[src/sv/video_container_to_annexb_deframer_defines.svh]
// ----------------------------------------------------------------------------
// Deframer assertion macros
// Shared concurrent assertion forms, clocked on clk and disabled while rst_n is low.
// ----------------------------------------------------------------------------
`ifndef VIDEO_CONTAINER_TO_ANNEXB_DEFRAMER_DEFINES_SVH
`define VIDEO_CONTAINER_TO_ANNEXB_DEFRAMER_DEFINES_SVH

// same-cycle implication
`define VCAD_ASSERT_NOW(lbl, pre, cond, msg) \
  lbl: assert property (@(posedge clk) disable iff (!rst_n) (pre) |-> (cond)) else $error(msg);

// next-cycle implication
`define VCAD_ASSERT_NXT(lbl, pre, cond, msg) \
  lbl: assert property (@(posedge clk) disable iff (!rst_n) (pre) |=> (cond)) else $error(msg);

`endif

[src/sv/vcad_pkg.sv]
// ----------------------------------------------------------------------------
// Deframer package
// Types and constants shared by the header window, the queue cells and the top.
// ----------------------------------------------------------------------------
package vcad_pkg;

  localparam int HDR_BYTES     = 48;
  localparam int QW            = 6;   // header byte index, headers stay below 64 bytes
  localparam int LEN_W         = 24;
  localparam int TRAILER_BYTES = 8;
  localparam int QUEUE_SLACK   = 16;

  localparam logic [7:0] MAGIC0  = 8'h44;
  localparam logic [7:0] MAGIC1  = 8'h48;
  localparam logic [7:0] MAGIC2  = 8'h41;
  localparam logic [7:0] MAGIC3  = 8'h56;
  localparam logic [7:0] AUX_TAG = 8'hF1;
  localparam logic [7:0] SC_ZERO = 8'h00;
  localparam logic [7:0] SC_ONE  = 8'h01;

  localparam int AUX_POS = 4;
  localparam int LEN_LO  = 12;
  localparam int LEN_MID = 13;
  localparam int LEN_HI  = 14;

  localparam int NUM_SC = 4;
  // start code offsets, first to try in the lowest bits
  localparam logic [NUM_SC*QW-1:0] SC_OFFS = {6'd40, 6'd36, 6'd32, 6'd28};

  localparam logic [2:0] ERR_NONE  = 3'd0;
  localparam logic [2:0] ERR_MAGIC = 3'd1;
  localparam logic [2:0] ERR_NOSC  = 3'd2;
  localparam logic [2:0] ERR_SHORT = 3'd3;
  localparam logic [2:0] ERR_TRUNC = 3'd4;

  typedef struct packed {
    logic          valid;
    logic          pend;
    logic          keep;
    logic          flast;
    logic          rlast;
    logic [2:0]    err;
    logic [QW-1:0] q;
    logic [7:0]    data;
  } entry_t;

  typedef struct packed {
    logic [1:0] n;
    entry_t     e0;
    entry_t     e1;
  } push_t;

  typedef struct packed {
    logic          en;
    logic          keep_en;
    logic          rl_ok;
    logic          exact;
    logic [QW-1:0] s;
    logic [QW-1:0] lim;
  } res_t;

  typedef struct packed {
    logic             magic_ok;
    logic             aux;
    logic             sc_found;
    logic [QW-1:0]    sc_off;
    logic [LEN_W-1:0] len;
  } hdr_info_t;

endpackage

[src/sv/vcad_hdr.sv]
// ----------------------------------------------------------------------------
// Header window
// Shift line of header bytes with the magic, aux tag, length and start code decode.
// ----------------------------------------------------------------------------
module vcad_hdr
  import vcad_pkg::*;
#(
  parameter int HB = HDR_BYTES
) (
  input  logic      clk,
  input  logic      shift_en,
  input  logic [7:0] in_byte,
  output hdr_info_t info
);

  logic [7:0]        win_r [HB-1];
  logic [7:0]        full  [HB];
  logic [NUM_SC-1:0] sc_hit;

  for (genvar j = 0; j < HB - 1; j++) begin : g_win
    if (j == HB - 2) begin : g_tail
      always_ff @(posedge clk) begin
        if (shift_en) begin
          win_r[j] <= in_byte;
        end
      end
    end else begin : g_mid
      always_ff @(posedge clk) begin
        if (shift_en) begin
          win_r[j] <= win_r[j+1];
        end
      end
    end
    assign full[j] = win_r[j];
  end
  assign full[HB-1] = in_byte;

  for (genvar k = 0; k < NUM_SC; k++) begin : g_sc
    localparam int O = int'(SC_OFFS[k*QW +: QW]);
    assign sc_hit[k] = (full[O] == SC_ZERO) && (full[O+1] == SC_ZERO) &&
                       (full[O+2] == SC_ZERO) && (full[O+3] == SC_ONE);
  end

  always_comb begin
    info.magic_ok = (full[0] == MAGIC0) && (full[1] == MAGIC1) &&
                    (full[2] == MAGIC2) && (full[3] == MAGIC3);
    info.aux      = (full[AUX_POS] == AUX_TAG);
    info.len      = {full[LEN_HI], full[LEN_MID], full[LEN_LO]};
    info.sc_found = |sc_hit;
    info.sc_off   = '0;
    for (int k = NUM_SC - 1; k >= 0; k--) begin
      if (sc_hit[k]) begin
        info.sc_off = SC_OFFS[k*QW +: QW];
      end
    end
  end

endmodule

[src/sv/vcad_cell.sv]
// ----------------------------------------------------------------------------
// Queue cell
// One slot of the output queue: shift toward the head, take writes, resolve
// pending header bytes.
// ----------------------------------------------------------------------------
module vcad_cell
  import vcad_pkg::*;
#(
  parameter int IDX = 0,
  parameter int CW  = 7
) (
  input  logic          clk,
  input  logic          rst_n,
  input  logic          pop,
  input  logic [CW-1:0] idx0,
  input  push_t         push,
  input  res_t          res,
  input  entry_t        up,
  output entry_t        cur
);

  entry_t cur_r;
  entry_t cur_nxt;

  always_comb begin
    cur_nxt = pop ? up : cur_r;
    if ((push.n != 2'd0) && (idx0 == CW'(IDX))) begin
      cur_nxt = push.e0;
    end else if ((push.n == 2'd2) && ((idx0 + CW'(1)) == CW'(IDX))) begin
      cur_nxt = push.e1;
    end
    if (res.en && cur_nxt.valid && cur_nxt.pend) begin
      cur_nxt.pend  = 1'b0;
      cur_nxt.keep  = res.keep_en && (cur_nxt.q >= res.s) && (cur_nxt.q <= res.lim);
      cur_nxt.flast = cur_nxt.keep && res.exact && (cur_nxt.q == res.lim);
      cur_nxt.rlast = cur_nxt.keep && res.rl_ok && (cur_nxt.q == res.lim);
    end
  end

  always_ff @(posedge clk) begin
    if (!rst_n) begin
      cur_r.valid <= 1'b0;
      cur_r.pend  <= 1'b0;
    end else begin
      cur_r.valid <= cur_nxt.valid;
      cur_r.pend  <= cur_nxt.pend;
    end
    cur_r.keep  <= cur_nxt.keep;
    cur_r.flast <= cur_nxt.flast;
    cur_r.rlast <= cur_nxt.rlast;
    cur_r.err   <= cur_nxt.err;
    cur_r.q     <= cur_nxt.q;
    cur_r.data  <= cur_nxt.data;
  end

  assign cur = cur_r;

endmodule

[src/sv/video_container_to_annexb_deframer.sv]
// An accepted byte is registered into a queue cell; with the queue empty a payload byte is
// presented in the next cycle. Throughput: one byte per cycle in while in_tready is high,
// one queue entry retired per cycle at the head unless pending or stalled by out_tready.
// Reset: synchronous active low, clears mode, counters and cell valid bits; no clearing pass.
// ----------------------------------------------------------------------------
// Container to Annex B deframer
// Checks each header, drops bytes before its start code and the trailer, skips aux frames
// with no start code, streams H.264 payload via queue cells; errors halt until reset.
// ----------------------------------------------------------------------------
`include "video_container_to_annexb_deframer_defines.svh"

module video_container_to_annexb_deframer
  import vcad_pkg::*;
#(
  parameter int HEADER_BYTES = HDR_BYTES
) (
  input  logic       clk,
  input  logic       rst_n,
  input  logic       in_tvalid,
  output logic       in_tready,
  input  logic [7:0] in_tdata,   // [7:0] in_byte
  input  logic       in_tlast,   // stream_end
  output logic       out_tvalid,
  input  logic       out_tready,
  output logic [7:0] out_tdata,  // [7:0] out_byte
  output logic       out_tlast,  // frame_last
  output logic [3:0] out_tuser   // [0] run_last, [3:1] error_code
);

  localparam int DEPTH = HEADER_BYTES + QUEUE_SLACK;
  localparam int CW    = $clog2(DEPTH + 1);

  localparam logic [1:0] MODE_HDR  = 2'd0;
  localparam logic [1:0] MODE_PAY  = 2'd1;
  localparam logic [1:0] MODE_SKIP = 2'd2;
  localparam logic [1:0] MODE_HALT = 2'd3;

  logic [1:0]       mode_r,  mode_nxt;
  logic [LEN_W-1:0] pos_r,   pos_nxt;
  logic [LEN_W-1:0] len_r,   len_nxt;
  logic [CW-1:0]    count_r, count_nxt;

  logic             in_fire;
  logic             pop;
  logic             hdr_shift;
  logic             last_hdr;
  logic             hit;
  logic             byte_push;
  logic [2:0]       err;
  logic [LEN_W-1:0] lim_full;
  logic [CW-1:0]    idx0;
  entry_t           byte_e;
  entry_t           err_e;
  push_t            push;
  res_t             res;
  hdr_info_t        info;
  entry_t           cell_q [DEPTH];

  assign in_tready = (count_r <= CW'(DEPTH - 2));
  assign in_fire   = in_tvalid && in_tready;
  assign last_hdr  = (pos_r == LEN_W'(HEADER_BYTES - 1));
  assign hdr_shift = in_fire && (mode_r == MODE_HDR);

  vcad_hdr #(
    .HB(HEADER_BYTES)
  ) u_hdr (
    .clk      (clk),
    .shift_en (hdr_shift),
    .in_byte  (in_tdata),
    .info     (info)
  );

  always_comb begin
    mode_nxt  = mode_r;
    pos_nxt   = pos_r;
    len_nxt   = len_r;
    err       = ERR_NONE;
    hit       = 1'b0;
    byte_push = 1'b0;
    byte_e    = '0;
    if (in_fire) begin
      unique case (mode_r)
        MODE_HDR: begin
          byte_push    = 1'b1;
          byte_e.valid = 1'b1;
          byte_e.pend  = 1'b1;
          byte_e.q     = pos_r[QW-1:0];
          byte_e.data  = in_tdata;
          if (last_hdr) begin
            pos_nxt = LEN_W'(HEADER_BYTES);
            if (!info.magic_ok) begin
              err = ERR_MAGIC;
            end else begin
              len_nxt = info.len;
              if (info.len < LEN_W'(HEADER_BYTES)) begin
                err = ERR_SHORT;
              end else if (!info.sc_found) begin
                if (info.aux) begin
                  mode_nxt = MODE_SKIP;
                end else begin
                  err = ERR_NOSC;
                end
              end else if (info.len < (LEN_W'(info.sc_off) + LEN_W'(TRAILER_BYTES))) begin
                err = ERR_SHORT;
              end else begin
                mode_nxt = MODE_PAY;
                hit      = 1'b1;
              end
            end
          end else begin
            pos_nxt = pos_r + LEN_W'(1);
          end
        end
        MODE_PAY: begin
          if (({1'b0, pos_r} + (LEN_W+1)'(TRAILER_BYTES)) < {1'b0, len_r}) begin
            byte_push    = 1'b1;
            byte_e.valid = 1'b1;
            byte_e.keep  = 1'b1;
            byte_e.data  = in_tdata;
            byte_e.flast = (({1'b0, pos_r} + (LEN_W+1)'(TRAILER_BYTES + 1)) ==
                            {1'b0, len_r});
          end
          pos_nxt = pos_r + LEN_W'(1);
        end
        MODE_SKIP: begin
          pos_nxt = pos_r + LEN_W'(1);
        end
        MODE_HALT: begin
        end
      endcase
      if (mode_r != MODE_HALT) begin
        if ((err == ERR_NONE) && (mode_nxt != MODE_HDR) && (pos_nxt >= len_nxt)) begin
          mode_nxt = MODE_HDR;
          pos_nxt  = '0;
        end
        if ((err == ERR_NONE) && in_tlast && ((mode_nxt != MODE_HDR) || (pos_nxt != '0))) begin
          err = ERR_TRUNC;
        end
        if (err != ERR_NONE) begin
          mode_nxt = MODE_HALT;
        end
      end
    end
    byte_e.rlast = (err == ERR_NONE);
  end

  always_comb begin
    err_e       = '0;
    err_e.valid = 1'b1;
    err_e.keep  = 1'b1;
    err_e.rlast = 1'b1;
    err_e.err   = err;
    push.n      = 2'(byte_push) + 2'(err != ERR_NONE);
    push.e0     = byte_push ? byte_e : err_e;
    push.e1     = err_e;
  end

  assign lim_full = len_nxt - LEN_W'(TRAILER_BYTES + 1);

  always_comb begin
    res.en      = hdr_shift && (last_hdr || (err != ERR_NONE));
    res.keep_en = hit;
    res.rl_ok   = (err == ERR_NONE);
    res.s       = info.sc_off;
    res.exact   = (len_nxt <= LEN_W'(HEADER_BYTES + TRAILER_BYTES));
    res.lim     = res.exact ? lim_full[QW-1:0] : QW'(HEADER_BYTES - 1);
  end

  assign pop  = cell_q[0].valid && !cell_q[0].pend && (!cell_q[0].keep || out_tready);
  assign idx0 = count_r - CW'(pop);

  for (genvar i = 0; i < DEPTH; i++) begin : g_cell
    entry_t up;
    if (i == DEPTH - 1) begin : g_top
      assign up = '0;
    end else begin : g_body
      assign up = cell_q[i+1];
    end
    vcad_cell #(
      .IDX(i),
      .CW (CW)
    ) u_cell (
      .clk   (clk),
      .rst_n (rst_n),
      .pop   (pop),
      .idx0  (idx0),
      .push  (push),
      .res   (res),
      .up    (up),
      .cur   (cell_q[i])
    );
  end

  assign count_nxt = idx0 + CW'(push.n);

  always_ff @(posedge clk) begin
    if (!rst_n) begin
      mode_r  <= MODE_HDR;
      pos_r   <= '0;
      len_r   <= '0;
      count_r <= '0;
    end else begin
      mode_r  <= mode_nxt;
      pos_r   <= pos_nxt;
      len_r   <= len_nxt;
      count_r <= count_nxt;
    end
  end

  assign out_tvalid = cell_q[0].valid && !cell_q[0].pend && cell_q[0].keep;
  assign out_tdata  = cell_q[0].data;
  assign out_tlast  = cell_q[0].flast;
  assign out_tuser  = {cell_q[0].err, cell_q[0].rlast};

  `VCAD_ASSERT_NOW(a_count_bound, 1'b1, count_r <= CW'(DEPTH), "queue count beyond depth")
  `VCAD_ASSERT_NOW(a_err_ends_run, out_tvalid && (out_tuser[3:1] != ERR_NONE), out_tuser[0] && !out_tlast && (mode_r == MODE_HALT), "error transaction outside halt")
  `VCAD_ASSERT_NXT(a_halt_quiet, (mode_r == MODE_HALT) && (count_r == '0), !out_tvalid && (mode_r == MODE_HALT), "output after halt drained")

endmodule
[config.mk]
export PLATFORM = sky130hd
export DESIGN_NAME = video_container_to_annexb_deframer
export DESIGN_NICKNAME = d
export VERILOG_FILES = /design/src/sv/vcad_pkg.sv /design/src/sv/vcad_hdr.sv /design/src/sv/vcad_cell.sv /design/src/sv/video_container_to_annexb_deframer.sv
export VERILOG_INCLUDE_DIRS = /design/src /design/src/sv
export SDC_FILE = /design/constraint.sdc
export NUM_CORES = 2
export LEC_CHECK = 0
export BUFFER_PORTS_ARGS = -buffer_cell sky130_fd_sc_hd__buf_4
export CAP_MARGIN = 20
export CORE_MARGIN = 5
export CORE_UTILIZATION = 50
export CTS_BUF_LIST = sky130_fd_sc_hd__clkbuf_2
export DETAILED_ROUTE_END_ITERATION = 10
export GPL_ROUTABILITY_DRIVEN = 0
export PLACE_DENSITY = 0.65
export SKIP_LAST_GASP = 1
export SLEW_MARGIN = 20
export SYNTH_ARGS = -nofsm -noshare
export SYNTH_HDL_FRONTEND = slang
export SYNTH_HIERARCHICAL = 1
export SYNTH_SLANG_ARGS = --single-unit
[constraint.sdc]
create_clock -name clk -period 38.3 [get_ports clk]
set_input_delay 1.915 -clock clk [delete_from_list [all_inputs] [get_ports clk]]
set_output_delay 1.915 -clock clk [all_outputs]
set_load 0.02 [all_outputs]
; Word level (Yosys, flattened, before mapping)
; Memory sizes are Yosys's and may differ from the RTL's.
; Cells that the tools add are included.
[word_totals]
ff_bits = 1465
latchBits = 0
ram_bits = 376
mem_bits_ro = 0
in_bits = 13
output_inout_bits = 15
word_cells = 2073
memories = 1
[mem_list]
columns = memory, depth, word_bits, rd, rd_clocked_by_memory_dff, wr, line
row1 = u_hdr.win_r, 47, 8, 47, 0, 47, vcad_hdr.sv:16  ; logic [7:0] win_r [HB-1];
[op_classes]
addsub = 9
multipliers = 0
n_div = 0
magnitude_cmp = 134
n_eq_ne = 205
shift = 0
mux = 320
bitwise = 1
n_reduce_logical = 887
[op_table]
columns = cell, count
row1 = $mux W22, 193
row2 = $logic_and A1 B1 Y1, 665
row3 = $eq A7 B6 Y1 const B, 64
row4 = $eq A6 B6 Y1, 64
row5 = $ge A6 B6 Y1, 64
row6 = $le A6 B6 Y1, 64
row7 = $mux W24, 11
row8 = $reduce_bool A4 Y1, 64
row9 = $mux W3, 75
row10 = $eq A7 B5 Y1 const B, 32
row11 = $reduce_bool A3 Y1, 66
row12 = $reduce_or A2 Y1, 65
row13 = $eq A7 B4 Y1 const B, 16
row14 = $logic_not A8 Y1, 12
row15 = $eq A7 B3 Y1 const B, 8
row16 = $add A24 B4 Y25 const B, 2
row17 = $pmux W24 S2, 1
row18 = $mux W6, 6
row19 = $mux W2, 17
row20 = $eq A8 B1 Y1 const B, 4
row21 = $eq A8 B7 Y1 const B, 4
row22 = $eq A7 B2 Y1 const B, 4
row23 = $eq A25 B24 Y1, 1
row24 = $lt A25 B24 Y1, 1
row25 = 33 further kinds, 53

; Depth between registers and ports, before layout
; An unclocked memory read counts as a cell.
[logic_depth]
depth_word = 44
ltp_mapped = 33
ltp_nobuf = 30

; Worst setup path before layout
; Ideal clock, no wire load.
[synth_timing]
kind = input -> register
start = in out_tready
end = reg g_cell[20].u_cell.cur_r (netlist bit g_cell[20].u_cell/cur[19]) (data pin)
setup_time_ns = 0.130
t_arrival_ns = 17.316
required_time_ns = 38.170
slack_ns = 20.855
cell_stages = 18
path_buffers = 1
path_cell_list = nor2b_1 -> nor3b_1 -> ha_1 -> ha_1 -> xor2_1 -> o21ai_0 -> or3_2 -> nor2_1 -> buf_2 -> nand2_1 -> o21ai_0 -> ha_1 -> nor2b_1 -> o21ai_0 -> nand2b_1 -> a221o_1 -> a21oi_1 -> mux2_4
[synth_rtl]
columns = item, line
row1 = start: declaration, video_container_to_annexb_deframer.sv:24  ; input logic out_tready,
row2 = end: declaration, vcad_cell.sv:22  ; entry_t cur_r;

==> results.toml <==
[floorplan]
die_w_um = 514
fp.dieH_um = 514
dieArea_um2 = 264000
initial_core_util = 0.501
floorplan.io_pins = 28
rows = 185
core_um2 = 253000

[drt]
viasPerCell = 5.48
routed-via-count = 106000
drt-initial-drc-count = 9740
dr.pass1.iters = 6
wl_per_cell_um = 19.4
routed_wl_um = 375000
drtAntennaViolNets = 0
drc_errors = 0

[placement]
place_ws_ps = 28520
dpl.hpwl_um = 237000
port_buffers = 27
place_area_um2 = 135000
dp.cells = 18300

[final_layout]
stdcell_area_um2 = 140000
fillCellCount = 23300
multi_input_area_um2 = 74900
layout.cells.non_filler = 19300
layout.nets = 16400
area_growth_pct = 10.1
seqCellArea_um2 = 49600
drive_above_1_share = 0.115

[clock_network]
cts_made_buffers = 525
cts_buffer_depth = 4
post_cts_buffers = 0
clock_latency_ps = 2070
cts-root-buf = "clkbuf_2"
cts_tree = "done"
numClockSinks = 1841
h-tree-depth = 6
path_clk_slew_ps = 100
cts_resized = 0

[power]
ir_drop_v = 0.0000913
power_leakage_nw = 58.8
power_density_nw_per_um2 = 52.8

[setup_path]
cp-start-kind = "flop"
path_max_fanout = 65
required_ps = 40020
cp-end-kind = "flop"
critPathArrivalTime_ps = 11770
crit_type = "flop to flop"

[timing]
slew_headroom = 0.211
tns_ps = 0
hold_viol_final = 0
fmax_mhz = 99.6
setup_ws_ps = 28260
maxSlewViolCount = 0
tightest_slew_ps = 1180
finClkSkew_ps = 213
rsz0062_at_grt = "no"
min_period_ps = 10040
setup_violations = 0
period_share = 0.262

[logic_synthesis]
synthArstFlopShare = 0
synth_top_area_cell = "edfxtp_1"
synth_seq_cells = 1841
synth.most_common_cell = "nand2_1"
syn_avg_cell_area_um2 = 9.01
synthFlopType = "edfxtp_1"
yosys-top-cells-count = "nand2_1 (1883), edfxtp_1 (1272), o21ai_0 (1109), inv_1 (1084), nor2_1 (937)"
syn_inst = 14100
synth_edf_count = 1272
syn_area_um2 = 127000
ys_warn_count = 6
ys_top_cells_by_area = "edfxtp_1 (30%), dfxtp_1 (9.0%), ha_1 (8.2%), nand2_1 (5.6%), mux2i_1 (5.3%)"
ys_seq_area_frac = 0.391
yosys.area.top_type_share = 0.301
synth_cell_types = 179

[run]
drv_cap = 0

[run_status]
outcome = "finished clean"

[min_path]
hp-class = "flop to flop"

[global_routing]
track_usage = 0.273
grt_max_degree = 196
grt_antenna_before_repair = 8
overflow = 0
grt_pass1_wl_um = 574000
grt_pass1_vias = 97200
-- state kept, by name (all words and copies together) (netlist names) --
register,count
g_cell.u_cell/cur,1408
u_hdr/win_r,376
len_r,24
pos_r,24
count_r,7
mode_r,2
-- metrics by stage --
step / hold slack [ps] / total power [mW] / util
floorplan: 400 / 5.11 / -
global placement: 400 / 5.79 / 0.531
detailed placement: 405 / 5.82 / 0.531
CTS: 326 / 7.40 / 0.551
global route: 356 / 7.86 / 0.551
finish: 363 / 7.39 / 0.551
-- cell families (layout without fill, tap and decap cells) --
group / count (synthesis) / count (layout) / synth area share
AND/OR/NAND/NOR: 4826 / 4826 / 0.198
AO/OA/AOI/OAI: 3758 / 3758 / 0.187
buffers and inverters: 1894 / 2265 / 0.0662
flip-flops: 1841 / 1841 / 0.391
multiplexers: 853 / 853 / 0.0703
adder cells (fa/ha/maj): 836 / 836 / 0.0824
XOR/XNOR: 80 / 80 / 0.00552
other: 3 / 1476 / 0.0000887
-- worst max-delay path: stages, from the launching register on --
cell and delay [ps]:
dfxtp_1 730, nand4_1 390, nor4_1 830, nor4b_1 530
xnor2_1 220, nor2_1 70, ha_1 320, nand4_1 120
nor3_1 350, o41ai_1 170, and3_1 220, and3_1 180
a21oi_2 440, a21oi_1 240, ha_4 480, buf_4 600
buf_4 710, buf_4 550, nor2_1 200, nor3_4 810
o21ai_0 380, ha_1 300, a2111oi_0 370, o21ai_0 250
nand3_1 140, mux2i_1 80
-- power breakdown --
part / total (mW) / internal (mW) / switching, mW / leakage, nW
Combinational: 3.02 / 0.964 / 2.06 / 38.5
Clock: 1.56 / 0.636 / 0.922 / 3.74
Sequential: 2.81 / 2.64 / 0.166 / 16.6
-- final cells by class --
cell class,instances,share of cell area
Clock buffer,783,0.0280
Sequential cell,1841,0.355
Antenna cell,12,0.000215
Timing Repair Buffer,232,0.0139
Clock inverter,162,0.00789
Tap cell,3366,0.0301
Inverter,1088,0.0294
Multi-Input combinational cell,11800,0.536
-- routing by layer --
layer | share of wire | wire, um | GRT usage | vias to the layer above
li1 | - | - | - | 52900
met3 | 0.069 | 25900 | 0.0414 | 769
met2 | 0.44 | 166000 | 0.433 | 3457
met4 | 0.038 | 14100 | 0.100 | 0
met5 | 0 | 0 | 0 | -
met1 | 0.45 | 169000 | 0.380 | 48700
-- layout by cell type, fill, tap and decap left out, types with 112 or more instances in the layout --
master	count
a21o_1	126
conb_1	1464
and3_1	252
nand4_1	139
o21ai_0	1108
dfxtp_1	569
and2_1	112
o21ai_1	250
o22ai_1	130
a32oi_1	112
nand3_1	378
inv_1	1080
nor2_1	920
nor2b_1	122
clkbuf_2	783
mux2i_1	669
o21a_1	130
buf_4	205
edfxtp_1	1272
a31oi_1	489
a21oi_1	697
nand2_1	1878
ha_1	834
mux2_2	128
nand2b_1	195
-- worst paths after layout --
path                                              startpoint                                  to  slack [ps]  cells after the start
worst max-delay path                  pos_r[15]$_SDFFE_PN0P_  g_cell[9].u_cell/cur[17]$_DFFE_PP_       28260                     25
worst min register to register  u_hdr/win_r[1][14]$_DFFE_PP_         u_hdr/win_r[1][6]$_DFFE_PP_         360                      0
worst min-delay path            u_hdr/win_r[1][14]$_DFFE_PP_         u_hdr/win_r[1][6]$_DFFE_PP_         360                      0
worst max register to register        pos_r[15]$_SDFFE_PN0P_  g_cell[9].u_cell/cur[17]$_DFFE_PP_       28260                     25
-- timing repair --
item,in CTS,in global routing
hold buffers,9,0
endpoints found under the hold margin,11,0
endpoints found under the setup margin,0,0
Note: power is estimated with default switching activity, not from simulation.
